==> config.mk <==
export PLATFORM = sky130hd
export DESIGN_NAME = hsv_to_bgr_pixel_convert_top
export DESIGN_NICKNAME = d
export VERILOG_FILES = /design/src/sv/hbc_pkg.sv /design/src/sv/hsv_to_bgr_pixel_convert_top.sv
export SDC_FILE = /design/constraint.sdc
export NUM_CORES = 2
export LEC_CHECK = 0
export BUFFER_PORTS_ARGS = -buffer_cell sky130_fd_sc_hd__buf_2
export CORE_MARGIN = 2
export CORE_UTILIZATION = 47
export DETAILED_ROUTE_END_ITERATION = 10
export GPL_TIMING_DRIVEN = 1
export RECOVER_POWER = 25
export SYNTH_ARGS = -nofsm -noshare
export SYNTH_HDL_FRONTEND = slang
export SYNTH_SLANG_ARGS = --single-unit
==> constraint.sdc <==
create_clock -name clk -period 6.3 [get_ports clk]
set_input_delay 0.945 -clock clk [delete_from_list [all_inputs] [get_ports clk]]
set_output_delay 0.945 -clock clk [all_outputs]
set_load 0.01 [all_outputs]
==> src/sv/hbc_pkg.sv <==
// constants and helpers for the hsv to bgr pixel converter
package hbc_pkg;

	localparam int HUE_W = 9;
	localparam int BYTE_W = 8;
	localparam int REM_W = 6;
	localparam int SECT_W = 4;
	localparam int IN_DATA_W = 32;
	localparam int OUT_DATA_W = 24;

	localparam logic [REM_W-1:0] HUE_SECTOR = 6'd60;
	localparam logic [BYTE_W-1:0] FULL_BYTE = 8'd255;
	// 60 * 255
	localparam logic [13:0] HUE_DEN = 14'd15300;

	// floor(hue / 60) = (hue * 1093) >> 16 for every 9-bit hue
	localparam int RECIP60_SHIFT = 16;
	localparam logic [10:0] RECIP60 = 11'd1093;

	// floor(y / 15300) = (y * 4491470) >> 36 for y up to 255 * 15300
	localparam int RECIP_DEN_SHIFT = 36;
	localparam logic [22:0] RECIP_DEN = 23'd4491470;

	typedef enum logic [SECT_W-1:0] {
		SECT_RED_YELLOW   = 4'd0,
		SECT_YELLOW_GREEN = 4'd1,
		SECT_GREEN_CYAN   = 4'd2,
		SECT_CYAN_BLUE    = 4'd3,
		SECT_BLUE_MAGENTA = 4'd4,
		SECT_MAGENTA_RED  = 4'd5
	} sector_t;

	// exact floor(x / 255) for x up to 255 * 255
	function automatic logic [7:0] div255(input logic [15:0] x);
		logic [16:0] y;
		logic [16:0] z;
		y = {1'b0, x} + 17'd1;
		z = y + (y >> 8);
		return z[15:8];
	endfunction

endpackage

==> src/sv/hsv_to_bgr_pixel_convert_top.sv <==
// hsv to bgr pixel converter: four-stage pipeline with stream handshakes
// an accepted input request reaches m_axis through the stage 1 to stage 4 registers
// throughput: one pixel per clock; the pipeline advances as a whole when the
// output register is empty or taken, and holds every stage while it is stalled
// reset: arst_n clears all stage valid bits asynchronously, the data path is not reset
module hsv_to_bgr_pixel_convert_top (
	input  logic                           clk,
	input  logic                           arst_n,
	input  logic                           s_axis_tvalid,
	output logic                           s_axis_tready,
	// hue[8:0], saturation[16:9], brightness[24:17], zeros
	input  logic [hbc_pkg::IN_DATA_W-1:0]  s_axis_tdata,
	output logic                           m_axis_tvalid,
	input  logic                           m_axis_tready,
	// blue[7:0], green[15:8], red[23:16]
	output logic [hbc_pkg::OUT_DATA_W-1:0] m_axis_tdata
);

	logic advance;
	logic in_fire;

	logic [8:0]  hue;
	logic [7:0]  saturation;
	logic [7:0]  brightness;
	logic [19:0] hue_scaled;
	logic [3:0]  sector;
	logic [8:0]  sect_base;

	// stage 1: sector and remainder
	logic        valid_s1;
	logic [3:0]  sector_s1;
	logic [5:0]  rem_s1;
	logic [7:0]  sat_s1;
	logic [7:0]  val_s1;

	// stage 2: saturation products
	logic        valid_s2;
	logic [3:0]  sector_s2;
	logic [7:0]  val_s2;
	logic [13:0] rem_sat_s2;
	logic [13:0] comp_sat_s2;
	logic [15:0] p_num_s2;

	// stage 3: brightness products and p
	logic        valid_s3;
	logic [3:0]  sector_s3;
	logic [7:0]  val_s3;
	logic [7:0]  p_s3;
	logic [21:0] q_num_s3;
	logic [21:0] t_num_s3;

	// stage 4: output register
	logic        valid_s4;
	logic [7:0]  blue_s4;
	logic [7:0]  green_s4;
	logic [7:0]  red_s4;

	logic [44:0] q_prod;
	logic [44:0] t_prod;
	logic [7:0]  q_val;
	logic [7:0]  t_val;
	logic [7:0]  blue_nx;
	logic [7:0]  green_nx;
	logic [7:0]  red_nx;

	assign advance = !valid_s4 || m_axis_tready;
	assign s_axis_tready = advance;
	assign in_fire = s_axis_tvalid && advance;

	assign hue = s_axis_tdata[8:0];
	assign saturation = s_axis_tdata[16:9];
	assign brightness = s_axis_tdata[24:17];

	assign hue_scaled = 20'(hue) * 20'(hbc_pkg::RECIP60);
	assign sector = hue_scaled[hbc_pkg::RECIP60_SHIFT +: hbc_pkg::SECT_W];
	assign sect_base = 9'(sector) * 9'(hbc_pkg::HUE_SECTOR);

	assign q_prod = 45'(q_num_s3) * 45'(hbc_pkg::RECIP_DEN);
	assign t_prod = 45'(t_num_s3) * 45'(hbc_pkg::RECIP_DEN);
	assign q_val = q_prod[hbc_pkg::RECIP_DEN_SHIFT +: 8];
	assign t_val = t_prod[hbc_pkg::RECIP_DEN_SHIFT +: 8];

	always_comb begin
		blue_nx = '0;
		green_nx = '0;
		red_nx = '0;
		case (sector_s3)
			hbc_pkg::SECT_RED_YELLOW: begin
				blue_nx = p_s3;
				green_nx = t_val;
				red_nx = val_s3;
			end
			hbc_pkg::SECT_YELLOW_GREEN: begin
				blue_nx = p_s3;
				green_nx = val_s3;
				red_nx = q_val;
			end
			hbc_pkg::SECT_GREEN_CYAN: begin
				blue_nx = t_val;
				green_nx = val_s3;
				red_nx = p_s3;
			end
			hbc_pkg::SECT_CYAN_BLUE: begin
				blue_nx = val_s3;
				green_nx = q_val;
				red_nx = p_s3;
			end
			hbc_pkg::SECT_BLUE_MAGENTA: begin
				blue_nx = val_s3;
				green_nx = p_s3;
				red_nx = t_val;
			end
			hbc_pkg::SECT_MAGENTA_RED: begin
				blue_nx = q_val;
				green_nx = p_s3;
				red_nx = val_s3;
			end
			// hue of 360 and above gives black
			default: begin
				blue_nx = '0;
				green_nx = '0;
				red_nx = '0;
			end
		endcase
	end

	always_ff @(posedge clk or negedge arst_n) begin
		if (!arst_n) begin
			valid_s1 <= 1'b0;
			valid_s2 <= 1'b0;
			valid_s3 <= 1'b0;
			valid_s4 <= 1'b0;
		end else if (advance) begin
			valid_s1 <= in_fire;
			valid_s2 <= valid_s1;
			valid_s3 <= valid_s2;
			valid_s4 <= valid_s3;
		end
	end

	always_ff @(posedge clk) begin
		if (advance) begin
			sector_s1 <= sector;
			rem_s1 <= 6'(hue - sect_base);
			sat_s1 <= saturation;
			val_s1 <= brightness;

			sector_s2 <= sector_s1;
			val_s2 <= val_s1;
			rem_sat_s2 <= 14'(rem_s1) * 14'(sat_s1);
			comp_sat_s2 <= 14'(hbc_pkg::HUE_SECTOR - rem_s1) * 14'(sat_s1);
			p_num_s2 <= 16'(val_s1) * 16'(hbc_pkg::FULL_BYTE - sat_s1);

			sector_s3 <= sector_s2;
			val_s3 <= val_s2;
			p_s3 <= hbc_pkg::div255(p_num_s2);
			q_num_s3 <= 22'(val_s2) * 22'(hbc_pkg::HUE_DEN - rem_sat_s2);
			t_num_s3 <= 22'(val_s2) * 22'(hbc_pkg::HUE_DEN - comp_sat_s2);

			blue_s4 <= blue_nx;
			green_s4 <= green_nx;
			red_s4 <= red_nx;
		end
	end

	assign m_axis_tvalid = valid_s4;
	assign m_axis_tdata = {red_s4, green_s4, blue_s4};

`ifndef ASSERT_OFF
	a_enter: assert property (@(posedge clk) disable iff (!arst_n)
		in_fire |=> valid_s1)
		else $error("accepted request did not enter stage 1");

	a_hold: assert property (@(posedge clk) disable iff (!arst_n)
		!advance |=> $stable({valid_s1, valid_s2, valid_s3, valid_s4}))
		else $error("pipeline valid bits moved during a stall");

	a_drain: assert property (@(posedge clk) disable iff (!arst_n)
		valid_s3 && advance |=> m_axis_tvalid)
		else $error("stage 3 request lost on the way to the output");

	a_rem: assert property (@(posedge clk) disable iff (!arst_n)
		valid_s1 |-> rem_s1 < hbc_pkg::HUE_SECTOR)
		else $error("hue remainder out of range");
`endif

endmodule

==> metrics.json <==
{
  "run_status": {
    "run_status": "finished clean"
  },
  "floorplan": {
    "die_h_um": 273,
    "std_cell_rows": 98,
    "initial_core_util_pct": 47.5,
    "die_x_um": 273,
    "coreArea_um2": 71600,
    "die-area_um2": 74600,
    "io-pin-count": 62
  },
  "cells_and_area": {
    "insertedDiodeCount": 0,
    "n_fill_cell": 6587,
    "finish.net_count": 4808,
    "area_delta_synth_final_pct": 11.2,
    "post_route_cells_drive_above_1_share_pct": 10.2
  },
  "detailed_routing": {
    "ant_nets": 0,
    "finalWirelength_mm": 70.3,
    "drt_drc_violations_left": 0,
    "vias": 22900,
    "first_iter_violations": 1003,
    "firstDrtPassIters": 5,
    "detail_route.wl_per_cell_um": 15.3,
    "routed_via_density": 4.99
  },
  "yosys": {
    "post_synth_top_area_share_pct": 29.8,
    "synth.yosys.warnings": 0,
    "syn-num-nets": 4599,
    "yosys-top-cells-count": "sky130_fd_sc_hd__inv_1 (799), sky130_fd_sc_hd__ha_1 (635), sky130_fd_sc_hd__fa_1 (507)",
    "proportion_of_synthesized_flip_flops_having_asynchronous_set_or_reset_pct": 2.33,
    "synthesis.area_per_instance_um2": 9.95,
    "synth_area_leader_cell": "sky130_fd_sc_hd__fa_1",
    "cell_types_occupying_the_most_area_after_synthesis": "sky130_fd_sc_hd__fa_1 (30%), sky130_fd_sc_hd__ha_1 (23%), sky130_fd_sc_hd__edfxtp_1 (15%)",
    "ys_ff_latch": 172,
    "post_synthesis_cells": 3421,
    "synth_ff_type": "sky130_fd_sc_hd__edfxtp_1",
    "mapped_area_um2": 34000,
    "synth_seq_area_share_pct": 15.1,
    "synthMostInstantiatedCell": "sky130_fd_sc_hd__inv_1",
    "synth_edf_count": 168,
    "yosysUniqueCellTypes": 85
  },
  "sta": {
    "timing_hold_violations_final": 0,
    "clock_skew_ns": 0.0163,
    "post-route-min-period_ns": 6.22,
    "final-max-slew-violation-count": 0,
    "fmaxAchievable_mhz": 161,
    "final.period_utilization_pct": 98.8,
    "max-slew-margin-rel_pct": 27.7,
    "tightest_slew_ns": 1.08,
    "totalNegativeSetupSlack_ns": 0,
    "rsz_0062_raised_after_global_routing": "true",
    "setup_viol_count_final": 0
  },
  "job": {
    "timing.max_cap.violations": 0
  },
  "cts": {
    "clock_tree.htree_level_count": 4,
    "cts_hold_buf": 0,
    "clock_latency_ns": 0.50,
    "worst_setup_hold_path_clk_slew_ns": 0.08,
    "ctsRootBufferMaster": "sky130_fd_sc_hd__clkbuf_16",
    "clock_tree.buffer_depth": 2,
    "cts_inserted_buffers": 17,
    "cts.sinks": 172,
    "tritoncts": "yes"
  },
  "setup_path": {
    "endpoint_kind": "flop",
    "setup.worst_path.class": "flop to flop",
    "worst-path-max-fanout": 5,
    "worst-endpoint-arrival_ns": 6.48,
    "startpoint_type": "flop",
    "worst-endpoint-required_ns": 6.55
  },
  "global_route": {
    "grt_max_degree": 86,
    "grt.overflow.total": 0,
    "wire_length_of_the_first_global_routing_pass_mm": 118,
    "grt_usage_pct": 19.9,
    "first_global_vias": 23700,
    "antenna_found_initial": 0
  },
  "place": {
    "port_bufs": 54,
    "place.gp.congestion": 0.891,
    "dpl.hpwl_mm": 60.5
  },
  "min_path": {
    "holdCritPathClass": "input port to async pin"
  }
}
==> cell usage in the layout (no fill, tap or decap), types with 8 or more instances in the layout <==
cell type,instances
sky130_fd_sc_hd__a21o_1,36
sky130_fd_sc_hd__a21oi_1,102
sky130_fd_sc_hd__a22oi_1,8
sky130_fd_sc_hd__a31oi_1,11
sky130_fd_sc_hd__and2_1,173
sky130_fd_sc_hd__and3_1,16
sky130_fd_sc_hd__buf_2,50
sky130_fd_sc_hd__buf_4,187
sky130_fd_sc_hd__clkbuf_1,12
sky130_fd_sc_hd__clkbuf_16,17
sky130_fd_sc_hd__edfxtp_1,168
sky130_fd_sc_hd__fa_1,501
sky130_fd_sc_hd__ha_1,616
sky130_fd_sc_hd__ha_4,17
sky130_fd_sc_hd__inv_1,792
sky130_fd_sc_hd__nand2_1,217
sky130_fd_sc_hd__nand2b_1,54
sky130_fd_sc_hd__nand3_1,31
sky130_fd_sc_hd__nand4_1,13
sky130_fd_sc_hd__nor2_1,90
sky130_fd_sc_hd__nor2b_1,63
sky130_fd_sc_hd__nor3_1,20
sky130_fd_sc_hd__o211ai_1,12
sky130_fd_sc_hd__o21a_1,19
sky130_fd_sc_hd__o21ai_0,50
sky130_fd_sc_hd__o21ai_1,10
sky130_fd_sc_hd__o21bai_1,18
sky130_fd_sc_hd__o221ai_1,9
sky130_fd_sc_hd__o22ai_1,9
sky130_fd_sc_hd__xnor2_1,103
sky130_fd_sc_hd__xor2_1,38
==> registers in the layout (all words and copies together) (netlist names), 4 cells and up <==
name	flops
blue_s4	8
comp_sat_s2	13
green_s4	8
p_num_s2	16
p_s3	8
q_num_s3	22
red_s4	8
rem_s1	6
rem_sat_s2	14
sat_s1	8
sector_s1	4
sector_s2	4
sector_s3	4
t_num_s3	21
val_s1	8
val_s2	8
val_s3	8
==> timing repair <==
item                                    CTS  global route
gates resized for setup                   7            83
pin swaps                                 1            51
endpoints found under the setup margin   11            30
buffers inserted                          2            23
==> per-stage QoR <==
step           util (%)  cells  area (um2)  hold slack [ns]  worst slack (ns)
2_1_floorplan         -   3421       34000            0.400             0.359
3_3_place_gp       51.1   4537       36600            0.412           -0.0379
3_5_place_dp       51.1   4537       36600            0.405           -0.0662
4_1_cts            52.0   4571       37200            0.192          0.000246
5_1_grt            52.8   4593       37800            0.251            -0.124
6_report           52.8   4593       37800            0.263            0.0754
==> cell families (layout without fill, tap and decap cells) <==
kind of cell	after synthesis	after routing	synth area share, %
flip-flops	172	172	15.1
XOR/XNOR	148	148	3.85
buffers and inverters	860	1082	9.48
multiplexers	4	4	0.129
AND/OR/NAND/NOR	735	735	11.3
AO/OA/AOI/OAI	360	360	7.00
adder cells (fa/ha/maj)	1142	1142	53.2
==> critical path, stage by stage, from the launching register on <==
cell and delay (ns):
sky130_fd_sc_hd__edfxtp_1 0.47, sky130_fd_sc_hd__buf_6 0.16, sky130_fd_sc_hd__ha_4 0.26, sky130_fd_sc_hd__inv_2 0.03, sky130_fd_sc_hd__fa_1 0.52, sky130_fd_sc_hd__inv_2 0.05
sky130_fd_sc_hd__fa_1 0.43, sky130_fd_sc_hd__ha_1 0.30, sky130_fd_sc_hd__fa_2 0.45, sky130_fd_sc_hd__fa_1 0.57, sky130_fd_sc_hd__inv_1 0.06, sky130_fd_sc_hd__fa_1 0.53
sky130_fd_sc_hd__inv_1 0.06, sky130_fd_sc_hd__ha_4 0.28, sky130_fd_sc_hd__nand4_1 0.16, sky130_fd_sc_hd__nor4_4 0.35, sky130_fd_sc_hd__nand2_1 0.14, sky130_fd_sc_hd__o211ai_4 0.30
sky130_fd_sc_hd__o21ai_4 0.13, sky130_fd_sc_hd__o21ai_2 0.22, sky130_fd_sc_hd__xnor2_2 0.16, sky130_fd_sc_hd__a221o_2 0.35
==> per-layer routing <==
metal / track usage, % / share of wire (%)
met1: 27.6 / 48
met5: 0 / 0
met2: 32.7 / 48
met3: 2.50 / 2.3
met4: 5.38 / 2.0
==> cell type report <==
cell class | instances | area [um2] | share of cell area [%]
Clock buffer | 17 | 425 | 1.12
Clock inverter | 15 | 190 | 0.503
Inverter | 799 | 3010 | 7.96
Multi-Input combinational cell | 2389 | 26200 | 69.1
Sequential cell | 172 | 5140 | 13.6
Tap cell | 950 | 1190 | 3.14
Timing Repair Buffer | 251 | 1720 | 4.55
==> path summary, 6_finish.rpt <==
path                         startpoint       endpoint  slack, ns  cells after the start
max                        t_num_s3[19]      red_s4[4]       0.08                     21
min                              arst_n       valid_s1       0.26                      1
max reg2reg                t_num_s3[19]      red_s4[4]       0.08                     21
min reg2reg                sector_s1[2]   sector_s2[2]       0.42                      0
max in group asynchronous        arst_n  m_axis_tvalid       5.86                      1
min in group clk           sector_s1[2]   sector_s2[2]       0.42                      0
Power is left out: the tool's default activity adds up to more than one toggle a clock period on the data nets, which glitch-free logic cannot reach.
